<file path="src/rtl/core/ttce_pkg.sv">
package ttce_pkg;

  localparam int CP_W = 21;
  localparam int CFG_W = 9;
  localparam int CFG_IDX_W = 2;
  localparam int IN_TDATA_W = 8;
  localparam int OUT_TDATA_W = 48;
  localparam int OUT_TUSER_W = 2;

  localparam int DEF_MAX_COLUMNS = 256;
  localparam int DEF_MAX_ROWS = 128;
  localparam int TAB_LIMIT = 8;

  localparam logic [8:0] RST_COLUMNS = 9'd80;
  localparam logic [7:0] RST_ROWS = 8'd25;
  localparam logic [3:0] RST_TAB_WIDTH = 4'd8;
  localparam logic [3:0] RST_VTAB_LINES = 4'd6;

  localparam logic [CFG_IDX_W-1:0] REG_COLUMNS = 2'd0;
  localparam logic [CFG_IDX_W-1:0] REG_ROWS = 2'd1;
  localparam logic [CFG_IDX_W-1:0] REG_TAB_WIDTH = 2'd2;
  localparam logic [CFG_IDX_W-1:0] REG_VTAB_LINES = 2'd3;

  localparam logic [CP_W-1:0] CP_BACKSPACE = 21'h08;
  localparam logic [CP_W-1:0] CP_HTAB = 21'h09;
  localparam logic [CP_W-1:0] CP_LINE_FEED = 21'h0A;
  localparam logic [CP_W-1:0] CP_VTAB = 21'h0B;
  localparam logic [CP_W-1:0] CP_CARRIAGE_RET = 21'h0D;
  localparam logic [CP_W-1:0] CP_SPACE = 21'h20;

  localparam int FIFO_DEPTH = 2;
  localparam int FIFO_PTR_W = 1;
  localparam int FIFO_CNT_W = 2;

  typedef enum logic [1:0] {
    CMD_DRAW    = 2'd0,
    CMD_SCROLL  = 2'd1,
    CMD_REFRESH = 2'd2
  } cmd_e;

  typedef enum logic [2:0] {
    OP_REFRESH   = 3'd0,
    OP_NEWLINE   = 3'd1,
    OP_VTAB      = 3'd2,
    OP_TAB       = 3'd3,
    OP_BACKSPACE = 3'd4,
    OP_PUT       = 3'd5
  } op_e;

  typedef struct packed {
    op_e             op;
    logic [CP_W-1:0] cp;
  } op_t;

  typedef struct packed {
    cmd_e            cmd;
    logic [7:0]      x;
    logic [6:0]      y;
    logic [CP_W-1:0] cp;
    logic [7:0]      lines;
    logic            last;
  } res_t;

  function automatic op_t classify(input logic [CP_W-1:0] cp);
    op_t o;
    o.cp = cp;
    if (cp == CP_LINE_FEED || cp == CP_CARRIAGE_RET) begin
      o.op = OP_NEWLINE;
    end else if (cp == CP_VTAB) begin
      o.op = OP_VTAB;
    end else if (cp == CP_HTAB) begin
      o.op = OP_TAB;
    end else if (cp == CP_BACKSPACE) begin
      o.op = OP_BACKSPACE;
    end else begin
      o.op = OP_PUT;
    end
    return o;
  endfunction

endpackage

</file>
<file path="src/rtl/core/ttce_utf8_front.sv">
module ttce_utf8_front (
  input  logic                               clk_i,
  input  logic                               rst_ni,
  input  logic                               in_valid_i,
  output logic                               in_ready_o,
  input  logic                               kind_i,
  input  logic [ttce_pkg::IN_TDATA_W-1:0]    byte_i,
  input  logic                               full_i,
  output logic                               push_o,
  output ttce_pkg::op_t                      op_o
);

  logic [ttce_pkg::CP_W-1:0] partial_q, partial_d;
  logic [2:0]                need_q, need_d;
  logic [2:0]                seen_q, seen_d;
  logic [ttce_pkg::CP_W-1:0] acc;
  logic                      accept;

  assign in_ready_o = !full_i;
  assign accept     = in_valid_i && !full_i;
  assign acc        = ttce_pkg::CP_W'({partial_q, byte_i[5:0]});

  always_comb begin
    partial_d = partial_q;
    need_d    = need_q;
    seen_d    = seen_q;
    push_o    = 1'b0;
    op_o      = ttce_pkg::classify(ttce_pkg::CP_W'(byte_i));
    if (accept) begin
      if (kind_i) begin
        partial_d = '0;
        need_d    = '0;
        seen_d    = '0;
        push_o    = 1'b1;
        op_o.op   = ttce_pkg::OP_REFRESH;
        op_o.cp   = '0;
      end else if (seen_q < need_q) begin
        if (seen_q + 3'd1 >= need_q) begin
          partial_d = '0;
          need_d    = '0;
          seen_d    = '0;
          push_o    = 1'b1;
          op_o      = ttce_pkg::classify(acc);
        end else begin
          partial_d = acc;
          seen_d    = seen_q + 3'd1;
        end
      end else begin
        partial_d = '0;
        need_d    = '0;
        seen_d    = '0;
        if (byte_i[7:5] == 3'b110) begin
          partial_d = ttce_pkg::CP_W'(byte_i[4:0]);
          need_d    = 3'd2;
          seen_d    = 3'd1;
        end else if (byte_i[7:4] == 4'b1110) begin
          partial_d = ttce_pkg::CP_W'(byte_i[3:0]);
          need_d    = 3'd3;
          seen_d    = 3'd1;
        end else if (byte_i[7:3] == 5'b11110) begin
          partial_d = ttce_pkg::CP_W'(byte_i[2:0]);
          need_d    = 3'd4;
          seen_d    = 3'd1;
        end else begin
          push_o = 1'b1;
        end
      end
    end
  end

  always_ff @(posedge clk_i or negedge rst_ni) begin
    if (!rst_ni) begin
      partial_q <= '0;
      need_q    <= '0;
      seen_q    <= '0;
    end else begin
      partial_q <= partial_d;
      need_q    <= need_d;
      seen_q    <= seen_d;
    end
  end

endmodule

</file>
<file path="src/rtl/core/ttce_op_fifo.sv">
module ttce_op_fifo (
  input  logic          clk_i,
  input  logic          rst_ni,
  input  logic          push_i,
  input  ttce_pkg::op_t data_i,
  output logic          full_o,
  input  logic          pop_i,
  output logic          empty_o,
  output ttce_pkg::op_t data_o
);

  ttce_pkg::op_t                   mem_q [ttce_pkg::FIFO_DEPTH];
  logic [ttce_pkg::FIFO_PTR_W-1:0] wr_q, rd_q;
  logic [ttce_pkg::FIFO_CNT_W-1:0] cnt_q;
  logic                            do_push, do_pop;

  assign full_o  = (cnt_q == ttce_pkg::FIFO_CNT_W'(ttce_pkg::FIFO_DEPTH));
  assign empty_o = (cnt_q == '0);
  assign do_push = push_i && !full_o;
  assign do_pop  = pop_i && !empty_o;
  assign data_o  = mem_q[rd_q];

  always_ff @(posedge clk_i) begin
    if (do_push) begin
      mem_q[wr_q] <= data_i;
    end
  end

  always_ff @(posedge clk_i or negedge rst_ni) begin
    if (!rst_ni) begin
      wr_q  <= '0;
      rd_q  <= '0;
      cnt_q <= '0;
    end else begin
      if (do_push) begin
        wr_q <= wr_q + 1'b1;
      end
      if (do_pop) begin
        rd_q <= rd_q + 1'b1;
      end
      if (do_push && !do_pop) begin
        cnt_q <= cnt_q + 1'b1;
      end else if (do_pop && !do_push) begin
        cnt_q <= cnt_q - 1'b1;
      end
    end
  end

endmodule

</file>
<file path="src/rtl/core/ttce_cursor_back.sv">
module ttce_cursor_back #(
  parameter int MAX_COLUMNS = ttce_pkg::DEF_MAX_COLUMNS,
  parameter int MAX_ROWS    = ttce_pkg::DEF_MAX_ROWS
) (
  input  logic          clk_i,
  input  logic          rst_ni,
  input  logic [8:0]    columns_i,
  input  logic [7:0]    rows_i,
  input  logic [3:0]    tab_width_i,
  input  logic [3:0]    vtab_lines_i,
  input  logic          empty_i,
  input  ttce_pkg::op_t op_i,
  output logic          pop_o,
  output logic          out_valid_o,
  input  logic          out_ready_i,
  output ttce_pkg::res_t res_o
);

  localparam int CL_W  = $clog2(MAX_COLUMNS + 1);
  localparam int ROW_W = (MAX_ROWS > 1) ? $clog2(MAX_ROWS) : 1;
  localparam int RL_W  = $clog2(MAX_ROWS + 1);
  localparam int SUM_W = ((RL_W > ROW_W) ? RL_W : ROW_W) + 5;

  localparam logic ST_IDLE = 1'b0;
  localparam logic ST_RUN  = 1'b1;

  logic                      state_q, state_d;
  logic [CL_W-1:0]           col_q, col_d;
  logic [ROW_W-1:0]          row_q, row_d;
  logic [3:0]                cnt_q, cnt_d;
  ttce_pkg::op_e             op_q, op_d;
  logic [ttce_pkg::CP_W-1:0] cp_q, cp_d;
  logic                      out_valid_q, out_valid_d;
  ttce_pkg::res_t            res_q, res_d;

  logic [CL_W-1:0]  clim;
  logic [RL_W-1:0]  rlim;
  logic [SUM_W-1:0] rlim_w, row_w, sum, n_lines;
  logic [3:0]       times, tab_n;
  logic             out_free, emit;
  ttce_pkg::res_t   res;

  always_comb begin
    if (columns_i == '0) begin
      clim = CL_W'(1);
    end else if (32'(columns_i) > MAX_COLUMNS) begin
      clim = CL_W'(MAX_COLUMNS);
    end else begin
      clim = CL_W'(columns_i);
    end
    if (rows_i == '0) begin
      rlim = RL_W'(1);
    end else if (32'(rows_i) > MAX_ROWS) begin
      rlim = RL_W'(MAX_ROWS);
    end else begin
      rlim = RL_W'(rows_i);
    end
  end

  assign rlim_w   = SUM_W'(rlim);
  assign row_w    = SUM_W'(row_q);
  assign times    = (op_q == ttce_pkg::OP_VTAB) ? vtab_lines_i : 4'd1;
  assign sum      = row_w + SUM_W'(times);
  assign n_lines  = (sum - rlim_w + SUM_W'(1) > rlim_w) ? rlim_w : sum - rlim_w + SUM_W'(1);
  assign tab_n    = (tab_width_i > 4'(ttce_pkg::TAB_LIMIT)) ? 4'(ttce_pkg::TAB_LIMIT)
                                                            : tab_width_i;
  assign out_free = !out_valid_q || out_ready_i;

  always_comb begin
    state_d = state_q;
    col_d   = col_q;
    row_d   = row_q;
    cnt_d   = cnt_q;
    op_d    = op_q;
    cp_d    = cp_q;
    pop_o   = 1'b0;
    emit    = 1'b0;
    res     = '0;
    unique case (state_q)
      ST_IDLE: begin
        if (!empty_i) begin
          pop_o   = 1'b1;
          op_d    = op_i.op;
          cp_d    = (op_i.op == ttce_pkg::OP_TAB || op_i.op == ttce_pkg::OP_BACKSPACE)
                    ? ttce_pkg::CP_SPACE : op_i.cp;
          cnt_d   = (op_i.op == ttce_pkg::OP_TAB) ? tab_n : 4'd1;
          state_d = ST_RUN;
          if (op_i.op != ttce_pkg::OP_REFRESH) begin
            if (col_q > clim) begin
              col_d = clim;
            end
            if (row_w > rlim_w - SUM_W'(1)) begin
              row_d = ROW_W'(rlim_w - SUM_W'(1));
            end
          end
        end
      end
      ST_RUN: begin
        if (out_free) begin
          unique case (op_q)
            ttce_pkg::OP_REFRESH: begin
              emit     = 1'b1;
              res.cmd  = ttce_pkg::CMD_REFRESH;
              res.last = 1'b1;
              state_d  = ST_IDLE;
            end
            ttce_pkg::OP_NEWLINE, ttce_pkg::OP_VTAB: begin
              col_d = '0;
              if (sum >= rlim_w) begin
                emit      = 1'b1;
                res.cmd   = ttce_pkg::CMD_SCROLL;
                res.lines = 8'(n_lines);
                res.last  = 1'b1;
                row_d     = ROW_W'(rlim_w - SUM_W'(1));
              end else begin
                row_d = ROW_W'(sum);
              end
              state_d = ST_IDLE;
            end
            ttce_pkg::OP_BACKSPACE: begin
              if (col_q != '0) begin
                emit     = 1'b1;
                res.cmd  = ttce_pkg::CMD_DRAW;
                res.x    = 8'(col_q - 1'b1);
                res.y    = 7'(row_q);
                res.cp   = cp_q;
                res.last = 1'b1;
                col_d    = col_q - 1'b1;
              end else if (row_q != '0) begin
                emit     = 1'b1;
                res.cmd  = ttce_pkg::CMD_DRAW;
                res.x    = 8'(clim - 1'b1);
                res.y    = 7'(row_q - 1'b1);
                res.cp   = cp_q;
                res.last = 1'b1;
                col_d    = clim - 1'b1;
                row_d    = row_q - 1'b1;
              end
              state_d = ST_IDLE;
            end
            ttce_pkg::OP_TAB, ttce_pkg::OP_PUT: begin
              if (cnt_q == '0) begin
                state_d = ST_IDLE;
              end else if (col_q >= clim) begin
                col_d = '0;
                if (row_w + SUM_W'(1) >= rlim_w) begin
                  emit      = 1'b1;
                  res.cmd   = ttce_pkg::CMD_SCROLL;
                  res.lines = 8'd1;
                end else begin
                  row_d = row_q + 1'b1;
                end
              end else begin
                emit     = 1'b1;
                res.cmd  = ttce_pkg::CMD_DRAW;
                res.x    = 8'(col_q);
                res.y    = 7'(row_q);
                res.cp   = cp_q;
                res.last = (cnt_q == 4'd1);
                col_d    = col_q + 1'b1;
                cnt_d    = cnt_q - 4'd1;
                if (cnt_q == 4'd1) begin
                  state_d = ST_IDLE;
                end
              end
            end
            default: begin
              state_d = ST_IDLE;
            end
          endcase
        end
      end
      default: begin
        state_d = ST_IDLE;
      end
    endcase
  end

  always_comb begin
    out_valid_d = out_valid_q;
    res_d       = res_q;
    if (emit) begin
      out_valid_d = 1'b1;
      res_d       = res;
    end else if (out_ready_i) begin
      out_valid_d = 1'b0;
    end
  end

  assign out_valid_o = out_valid_q;
  assign res_o       = res_q;

  always_ff @(posedge clk_i or negedge rst_ni) begin
    if (!rst_ni) begin
      state_q     <= ST_IDLE;
      col_q       <= '0;
      row_q       <= '0;
      cnt_q       <= '0;
      out_valid_q <= 1'b0;
    end else begin
      state_q     <= state_d;
      col_q       <= col_d;
      row_q       <= row_d;
      cnt_q       <= cnt_d;
      out_valid_q <= out_valid_d;
    end
  end

  always_ff @(posedge clk_i) begin
    op_q  <= op_d;
    cp_q  <= cp_d;
    res_q <= res_d;
  end

endmodule

</file>
<file path="src/rtl/core/text_terminal_cursor_engine.sv">
// Channel   Direction  Ports         Words carried
// s_axis    in         tdata, tuser  tdata = text_byte; tuser = kind
// m_axis    out        tdata, tuser, tdata = cell_x, cell_y, code_point, scroll_lines;
//                      tlast         tuser = command; tlast = last
// cfg       in         we, idx, data register write, no read-back
//
// A text byte or end word is decoded as it is accepted and enters the queue at that edge.
// The cursor sequencer then fetches the operation in its idle state and, in its run state,
// makes one result word or line wrap at a time while the output register is free or taken.
// Each space of a tab may first need a line wrap.
// Reset is asynchronous; cursor, decoder state and registers come up at once.
// A two-word queue lets a result that is not taken hold the sequencer apart from the input.
module text_terminal_cursor_engine #(
  parameter int MAX_COLUMNS = ttce_pkg::DEF_MAX_COLUMNS,
  parameter int MAX_ROWS    = ttce_pkg::DEF_MAX_ROWS
) (
  input  logic                                clk_i,
  input  logic                                rst_ni,
  input  logic                                s_axis_tvalid,
  output logic                                s_axis_tready,
  input  logic [ttce_pkg::IN_TDATA_W-1:0]     s_axis_tdata,  // text_byte
  input  logic                                s_axis_tuser,  // kind
  output logic                                m_axis_tvalid,
  input  logic                                m_axis_tready,
  // cell_x, cell_y, code_point, scroll_lines, zero pad
  output logic [ttce_pkg::OUT_TDATA_W-1:0]    m_axis_tdata,
  output logic [ttce_pkg::OUT_TUSER_W-1:0]    m_axis_tuser,  // command
  output logic                                m_axis_tlast,
  input  logic                                cfg_we_i,
  input  logic [ttce_pkg::CFG_IDX_W-1:0]      cfg_idx_i,
  input  logic [ttce_pkg::CFG_W-1:0]          cfg_wdata_i
);

  logic [8:0]     columns_q;
  logic [7:0]     rows_q;
  logic [3:0]     tab_width_q;
  logic [3:0]     vtab_lines_q;
  logic           push, full, pop, empty;
  ttce_pkg::op_t  push_op, head_op;
  ttce_pkg::res_t res;

  always_ff @(posedge clk_i or negedge rst_ni) begin
    if (!rst_ni) begin
      columns_q    <= ttce_pkg::RST_COLUMNS;
      rows_q       <= ttce_pkg::RST_ROWS;
      tab_width_q  <= ttce_pkg::RST_TAB_WIDTH;
      vtab_lines_q <= ttce_pkg::RST_VTAB_LINES;
    end else if (cfg_we_i) begin
      unique case (cfg_idx_i)
        ttce_pkg::REG_COLUMNS:    columns_q    <= cfg_wdata_i[8:0];
        ttce_pkg::REG_ROWS:       rows_q       <= cfg_wdata_i[7:0];
        ttce_pkg::REG_TAB_WIDTH:  tab_width_q  <= cfg_wdata_i[3:0];
        ttce_pkg::REG_VTAB_LINES: vtab_lines_q <= cfg_wdata_i[3:0];
        default: begin
        end
      endcase
    end
  end

  ttce_utf8_front u_front (
    .clk_i      (clk_i),
    .rst_ni     (rst_ni),
    .in_valid_i (s_axis_tvalid),
    .in_ready_o (s_axis_tready),
    .kind_i     (s_axis_tuser),
    .byte_i     (s_axis_tdata),
    .full_i     (full),
    .push_o     (push),
    .op_o       (push_op)
  );

  ttce_op_fifo u_fifo (
    .clk_i   (clk_i),
    .rst_ni  (rst_ni),
    .push_i  (push),
    .data_i  (push_op),
    .full_o  (full),
    .pop_i   (pop),
    .empty_o (empty),
    .data_o  (head_op)
  );

  ttce_cursor_back #(
    .MAX_COLUMNS (MAX_COLUMNS),
    .MAX_ROWS    (MAX_ROWS)
  ) u_back (
    .clk_i        (clk_i),
    .rst_ni       (rst_ni),
    .columns_i    (columns_q),
    .rows_i       (rows_q),
    .tab_width_i  (tab_width_q),
    .vtab_lines_i (vtab_lines_q),
    .empty_i      (empty),
    .op_i         (head_op),
    .pop_o        (pop),
    .out_valid_o  (m_axis_tvalid),
    .out_ready_i  (m_axis_tready),
    .res_o        (res)
  );

  assign m_axis_tdata = {4'b0000, res.lines, res.cp, res.y, res.x};
  assign m_axis_tuser = res.cmd;
  assign m_axis_tlast = res.last;

endmodule

</file>
<file path="config.mk">
export PLATFORM = sky130hd
export DESIGN_NAME = text_terminal_cursor_engine
export DESIGN_NICKNAME = d
export VERILOG_FILES = /design/src/rtl/core/ttce_pkg.sv /design/src/rtl/core/ttce_utf8_front.sv /design/src/rtl/core/ttce_op_fifo.sv /design/src/rtl/core/ttce_cursor_back.sv /design/src/rtl/core/text_terminal_cursor_engine.sv
export SDC_FILE = /design/constraint.sdc
export NUM_CORES = 1
export LEC_CHECK = 0
export ABC_AREA = 1
export ABC_CLOCK_PERIOD_IN_PS = 19500
export BUFFER_PORTS_ARGS = -buffer_cell sky130_fd_sc_hd__buf_2
export CAP_MARGIN = 30
export CORE_MARGIN = 5
export CORE_UTILIZATION = 40
export CTS_CLUSTER_DIAMETER = 80
export DETAILED_ROUTE_END_ITERATION = 8
export HOLD_SLACK_MARGIN = 0.06
export SYNTH_ARGS = -nofsm -noshare
export SYNTH_HDL_FRONTEND = slang
export SYNTH_SLANG_ARGS = --single-unit
</file>
<file path="constraint.sdc">
create_clock -name clk_i -period 19.5 [get_ports clk_i]
set_clock_uncertainty 0.1 [all_clocks]
set_input_delay 1.95 -clock clk_i [delete_from_list [all_inputs] [get_ports clk_i]]
set_output_delay 1.95 -clock clk_i [all_outputs]
set_load 0.01 [all_outputs]
</file>
; ---- Yosys cells after proc, flatten, opt, wreduce, memory -nomap -nowiden
; Memories as Yosys holds them, arrays and structs flattened.
; Index checks and enable logic that the tools add are counted.
[op_classes]
add_sub_neg = 16
magnitude_cmp = 11
eq_ne = 41
mux = 111
bitwise = 2
n_reduce_logical = 37
[op_table]
columns = op, n
row1 = 2-to-1 mux 36 bit, 3
row2 = equality test 21 x 4 -> 1 bit (second input constant), 5
row3 = 2-to-1 mux 9 bit, 11
row4 = 2-to-1 mux 24 bit, 4
row5 = 2-to-1 mux 15 bit, 5
row6 = case mux 36 bit (2 select lines), 1
row7 = 2-to-1 mux 7 bit, 10
row8 = 2-to-1 mux 3 bit, 18
row9 = 2-to-1 mux 47 bit, 1
row10 = equality test 8 x 4 -> 1 bit (second input constant), 5
row11 = 2-to-1 mux 1 bit, 34
row12 = 2-to-1 mux 4 bit, 8
row13 = case mux 9 bit (3 select lines), 1
row14 = greater-or-equal comparator 13 x 8 -> 1 bit, 2
row15 = 2-to-1 mux 8 bit, 3
row16 = case mux 7 bit (3 select lines), 1
row17 = != test 3 bit (second input constant), 6
row18 = case mux 9 bit (2 select lines), 1
row19 = subtractor 9 x 1 -> 9 bit (second input constant), 2
row20 = case mux 8 bit (2 select lines), 1
row21 = case mux 7 bit (2 select lines), 1
row22 = AND reduction 2 bit, 7
row23 = adder 13 x 1 -> 13 bit (second input constant), 1
row24 = > comparator 13 x 8 -> 1 bit, 1
row25 = 53 further kinds, 86
[word_totals]
reg_bits = 143
mem_bits_rw = 48
input_bits = 25
out_inout_bits = 53
word_cells = 242
memories = 1
[mem_list]
columns = memory, depth, width, read_ports, rd_ports_with_merged_regs, write_ports, line_no
row1 = u_fifo.mem_q, 2, 24, 1, 0, 1, ttce_op_fifo.sv:12  ; ttce_pkg::op_t mem_q [ttce_pkg::FIFO_DEPTH];

; ---- Longest topological paths before layout
[logic_depth]
ltp_word = 12
mapped_depth = 31
mapped_depth_nobuf = 31

; ---- By module
; Synthesis repeated with hierarchy kept, for this count alone.
[hier_totals]
hier_cells = 1421
hier_area_um2 = 11926.4
[modules_own_cells]
columns = module, n_inst, cells_per_inst, area_each_um2, seq_area_each_um2
row1 = ttce_cursor_back, 1, 924, 7254.5, 2682.6
row2 = ttce_op_fifo, 1, 157, 1985.7, 1541.5
row3 = ttce_utf8_front, 1, 222, 1580.3, 525.5
row4 = text_terminal_cursor_engine, 1, 118, 1106.1, 635.6

; ---- Least setup slack after synthesis
; Ideal clock, no wire load.
[synth_timing]
kind = register to register
from = register u_back.op_q[1]
to = register u_back.res_q, in the netlist u_back.res_o[0] (enable)
setup_time_ns = 0.510
t_arrival_ns = 6.226
required_time_ns = 18.890
path_slack_ns = 12.664
stages_incl_launch_ff = 19
path_buffers = 0
cell_sequence = edfxtp_1 > nand2_1 > nor2_1 > inv_1 > or2_2 > ha_1 > inv_1 > fa_1 > o21ai_0 > xor2_1 > inv_1 > ha_1 > nand4_1 > or2_2 > nand3_1 > nand2_1 > nand3_1 > nor3_2 > nor3_1
[synth_via]
elab_chain_len = 8
word_cells_on_any_way = 15
cone_classes = add/sub (1) / order compare (1) / eq/ne (5) / mux (5) / reduce/logical (3)
[synth_rtl]
columns = item, line_no
row1 = start: declaration, ttce_cursor_back.sv:31  ; ttce_pkg::op_e op_q, op_d;
row2 = start signal: assignment, ttce_cursor_back.sv:210  ; op_q <= op_d;
row3 = equality test 3 x 2 -> 1 bit, "ttce_cursor_back.sv:62, ttce_cursor_back.sv:100"
row4 = 2-to-1 mux 4 bit, ttce_cursor_back.sv:62  ; assign times = (op_q == ttce_pkg::OP_VTAB) ? vtab_lines_i : 4'd1;
row5 = adder 7 x 4 -> 8 bit, ttce_cursor_back.sv:63  ; assign sum = row_w + SUM_W'(times);
row6 = greater-or-equal comparator 13 x 8 -> 1 bit, ttce_cursor_back.sv:109  ; if (sum >= rlim_w) begin
row7 = 2-to-1 mux 1 bit, ttce_cursor_back.sv:109
row8 = case mux 1 bit (4 select lines) (*), ttce_cursor_back.sv:100  ; unique case (op_q)
row9 = 2-to-1 mux 1 bit (*), ttce_cursor_back.sv:99  ; if (out_free) begin
row10 = 2-to-1 mux 1 bit (*), ttce_cursor_back.sv:79  ; unique case (state_q)
row11 = via u_back.emit, ttce_cursor_back.sv:40  ; logic out_free, emit;
row12 = end signal: assignment, ttce_cursor_back.sv:212  ; res_q <= res_d;
row13 = end: declaration, ttce_cursor_back.sv:34  ; ttce_pkg::res_t res_q, res_d;
; The timed path passes the listed nets; every way through them passes the cells marked *.
; A chain may end at the register's enable or synchronous reset.

; ---- Final worst setup path
[layout_timing]
from = register u_back.op_q[2]
to = register u_back.res_q, in the netlist u_back.res_o[1] (data pin)
[layout_via]
elab_chain_len = 9
word_cells_on_any_way = 15
cone_classes = add/sub (3) / order compare (2) / eq/ne (4) / mux (4) / reduce/logical (2)
[layout_rtl]
columns = item, line_no
row1 = equality test 3 x 2 -> 1 bit, "ttce_cursor_back.sv:62, ttce_cursor_back.sv:100"
row2 = 2-to-1 mux 4 bit, ttce_cursor_back.sv:62
row3 = adder 7 x 4 -> 8 bit, ttce_cursor_back.sv:63
row4 = subtractor 13 x 8 -> 13 bit, ttce_cursor_back.sv:64  ; assign n_lines = (sum - rlim_w + SUM_W'(1) > rlim_w) ? rlim_w : sum - rlim_w + SUM_W'(1);
row5 = adder 13 x 1 -> 13 bit, ttce_cursor_back.sv:64
row6 = > comparator 13 x 8 -> 1 bit, ttce_cursor_back.sv:64
row7 = 2-to-1 mux 8 bit, ttce_cursor_back.sv:64
row8 = 2-to-1 mux 9 bit, ttce_cursor_back.sv:109
row9 = case mux 8 bit (2 select lines) (*), ttce_cursor_back.sv:100
; Mark *: on every way between the ends. The rest lies on a longest branch, timed or not.

==> summary.txt <==
Status
  – Status: completed

Die
  – Initial core utilization: 0.406
  – Ports: 78
  – Die ar.: between 0.03 and 0.04 mm²
  – Placeable Area: between 0.02 and 0.03 mm²
  – Die H: ~180 µm
  – Rows: between 60 and 70
  – Die width: 178 µm

Synth
  – Post-synthesis compound-gate area fraction: 0.121
  – Largest family of logic cells by synthesized area: simple AND/OR/NAND/NOR gates
  – Main synth FF type: edfxtp_1
  – Post-synthesis mux area share: 0
  – Async SR Flop Fraction: 0.377
  – Mean Syn Cell Area: a little under 9 µm²
  – Synth top area share: 0.317
  – Synth area leader: edfxtp_1
  – Adder-Cell Fraction of Synth Area: 0.0854
  – EDFF count, synth: approximately 120
  – XOR/XNOR share of the synthesized area: 0.0264
  – Most frequent cells after synthesis: nand2_1 (246), inv_1 (149), edfxtp_1 (119), nor2_1 (111), a21oi_1 (74)
  – Top post-synthesis cells by area: edfxtp_1 (32%), dfrtp_1 (14%), nand2_1 (8.2%), ha_1 (7.7%), inv_1 (5.0%)
  – Post-synthesis cell count: ~1.3k
  – Most common cell in the netlist: nand2_1
  – Simple-Gate Fraction of Synth Area: 0.212
  – Syn. warnings: 0
  – Synth cell types: 55
  – Synthesized area: between 0.01 and 0.015 mm²
  – Post-synthesis sequential area ratio: 0.477
  – Number of synthesized register bits: ~190

Finish
  – Nets@finish: roughly 1.4k
  – Share of cells above drive strength 1: 0.141
  – FILL cells: about 2.7k
  – Fin util: 0.455
  – Area occupied by multi-input gates: between 0.005 and 0.006 mm²
  – Area grow syn2layout: 12.1%
  – Reg area: approximately 0.0054 mm²
  – Diode count: 0
  – Final std cells w/o fill: between 1.5k and 2k

Critical path
  – Largest fanout on the critical path: 15
  – Worst Path Buf+Inv: 6
  – Top Family by Delay on Critical Path: adder cells
  – Crit path capture type: flop
  – CP Class: flop to flop
  – CP max stage delay: ~450 ps
  – Slowest cell on the critical path: fa_1
  – Worst EP required: roughly 20000 ps
  – CP most frequent cell: nand2_1
  – WP data arrival: around 5200 ps
  – Worst Setup Start Kind: flop

Global route
  – First-pass GRT wire length: ~46000 µm
  – Largest net degree at the start of global routing: 63
  – GRT Util Overall: 0.185
  – Vias in the first global route: 8533
  – Met3 usage: 0.0271
  – Met1 Usage GRT: 0.254
  – Grt ovf: 0
  – Layer with the highest usage: met2
  – Routing usage on met2: 0.303
  – Initial antenna violation count: 0

Pwr
  – P_sw: ~1100 µW
  – Power Density: approximately 190 mW/mm²
  – Peak VDD IR: 114 µV
  – Comb pwr share: 0.534
  – Power share of the clock group: 0.159
  – P_int: between 1000 and 1500 µW
  – Static Leak: 0.00549 µW
  – Reg power frac: 0.308
  – Sw frac: 0.474

Placement
  – Routability Congestion: about 0.93
  – IO buf count: between 70 and 80
  – DP Worst Slack: ~15000 ps
  – DP HPWL: around 21000 µm
  – Inst Count DP: around 1.7k

CTS
  – Post-cts sizing count: 0
  – H-tree Lvls: 4
  – TritonCTS clock tree: done
  – CTS root buf: clkbuf_16
  – Hold-fix buffers, CTS: 0
  – Clk Latency, worst-skew pair: ~450 ps
  – Clock Pin Slew Worst Setup and Hold Paths: approximately 80 ps
  – Post-CTS Setup Repair Bufs: 0
  – CTS Sinks: approximately 190
  – Num CTS Buffers: 17
  – Clock Path Buffers: 2

STA
  – Final min period: roughly 5000 ps
  – Setup TNS: 0 ps
  – Slew @ Worst Pin: 960 ps
  – RSZ-0062 raised after global routing: no
  – Final Hold Violating Endpoints: 0
  – Max-slew headroom: 0.360
  – Max Slew Vio Count: 0
  – Final worst setup slack: 14450 ps
  – Final Cycle Share: 0.259
  – FMAX: 198 MHz
  – Final setup violation count: 0

Detailed routing
  – Final wirelength: 28400 µm
  – Post-DR wirelength/cell: roughly 17 µm
  – Vias per cell: 5.14
  – DRT Pass-1 Iters: 5
  – First DRT Iteration DRCs: ~790
  – DRC viols: 0
  – DR vias: around 8.8k
  – Routed Antenna Nets: 0

Job
  – Max-cap violations: 0

Worst hold path
  – Min-delay worst type: flop to flop
[metal layers]
layer / vias to the layer above / share of wire
met2: 208 / 0.48
met3: 35 / 0.040
met5: - / 0
met4: 0 / 0.022
met1: 4178 / 0.46
li1: 4416 / -
[path summary, 6_finish.rpt]
check                      slack (ps)  cells after the start                          endpoint                        start
max                             14450                     29     u_back.res_o[1]$_SDFFCE_PN0P_     u_back.op_q[2]$_DFFE_PP_
min                               370                      1       u_fifo.cnt_q[0]$_DFFE_PN0P_  u_fifo.cnt_q[0]$_DFFE_PN0P_
max reg2reg                     14450                     29     u_back.res_o[1]$_SDFFCE_PN0P_     u_back.op_q[2]$_DFFE_PP_
min reg2reg                       370                      1       u_fifo.cnt_q[0]$_DFFE_PN0P_  u_fifo.cnt_q[0]$_DFFE_PN0P_
max in group asynchronous       17430                      2        tab_width_q[3]$_DFFE_PN1P_                       rst_ni
min in group asynchronous        1230                      1  u_front.partial_q[9]$_DFFE_PN0P_                       rst_ni
[cells in the final DEF, fill, tap and decap left out, types with 17 or more instances in the layout]
master     netlist  routed
nand4_1         21      21
edfxtp_1       119     119
nor3_1          26      25
o21ai_0         70      69
xor2_1          27      27
nand3_1         58      58
nand2_1        246     246
nor3b_1         21      21
buf_2           10      72
dfrtp_1         64      64
ha_1            69      69
o22ai_1         21      21
a21oi_1         74      74
nor2_1         111     109
clkbuf_16        0      17
inv_1          149     149
[flip-flops by register name (all words and copies together), names as in the netlist]
name and cells:
u_front.partial_q 15, u_fifo.rd_q 1, u_back.cnt_q 4, u_front.need_q 3, u_back.state_q 1, u_back.cp_q 21, u_fifo.wr_q 1, u_back.row_q 7
vtab_lines_q 4, rows_q 8, u_fifo.cnt_q 2, u_back.op_q 3, u_front.seen_q 3, u_back.out_valid_o 1, u_back.col_q 9, tab_width_q 4
u_back.res_o 47, u_fifo.mem_q 48, columns_q 9
[worst reg2reg max path: cells and delay by family, from the launching register on]
| kind | cells | cell delay, ps |
|---|---|---|
| AOI/OAI and AO/OA | 4 | 580 |
| buffers and inverters | 6 | 460 |
| xor gates and xnor gates | 1 | 220 |
| DFF | 1 | 410 |
| and+or+nand+nor | 12 | 1420 |
| adders and majority gates | 6 | 1690 |
[power by group through the flow]
stage	sequential [µW]	clock (µW)	combinational (µW)
global placement	742	0	1250
CTS	736	384	1280
finish	734	378	1270
floorplan	734	0	936
global route	753	405	1440
detailed placement	744	0	1270
[area by class of cell]
type                            count  share of cell area
Multi-Input combinational cell    872               0.399
Inverter                          165              0.0491
Timing Repair Buffer               82              0.0376
Clock inverter                     15              0.0178
Clock buffer                       17              0.0336
Sequential cell                   191               0.426
Tap cell                          378              0.0374
[cells by family (layout without fill, tap and decap cells)]
family | after synthesis | after routing
AOI/OAI and AO/OA | 235 | 235
xor gates and xnor gates | 34 | 34
adders and majority gates | 74 | 74
buffers and inverters | 207 | 279
DFF | 191 | 191
other | 1 | 4
and+or+nand+nor | 525 | 525
[through the flow]
| stage | hold slack (ps) | total power (µW) | area (µm²) |
|---|---|---|---|
| after CTS | 378 | 2400 | 12600 |
| after global routing | 399 | 2600 | 12600 |
| after global placement | 364 | 1990 | 11900 |
| final | 372 | 2380 | 12600 |
| after detailed placement | 367 | 2020 | 12000 |
| after floorplan | 346 | 1670 | 11300 |
(Power assumes the default switching activity.)
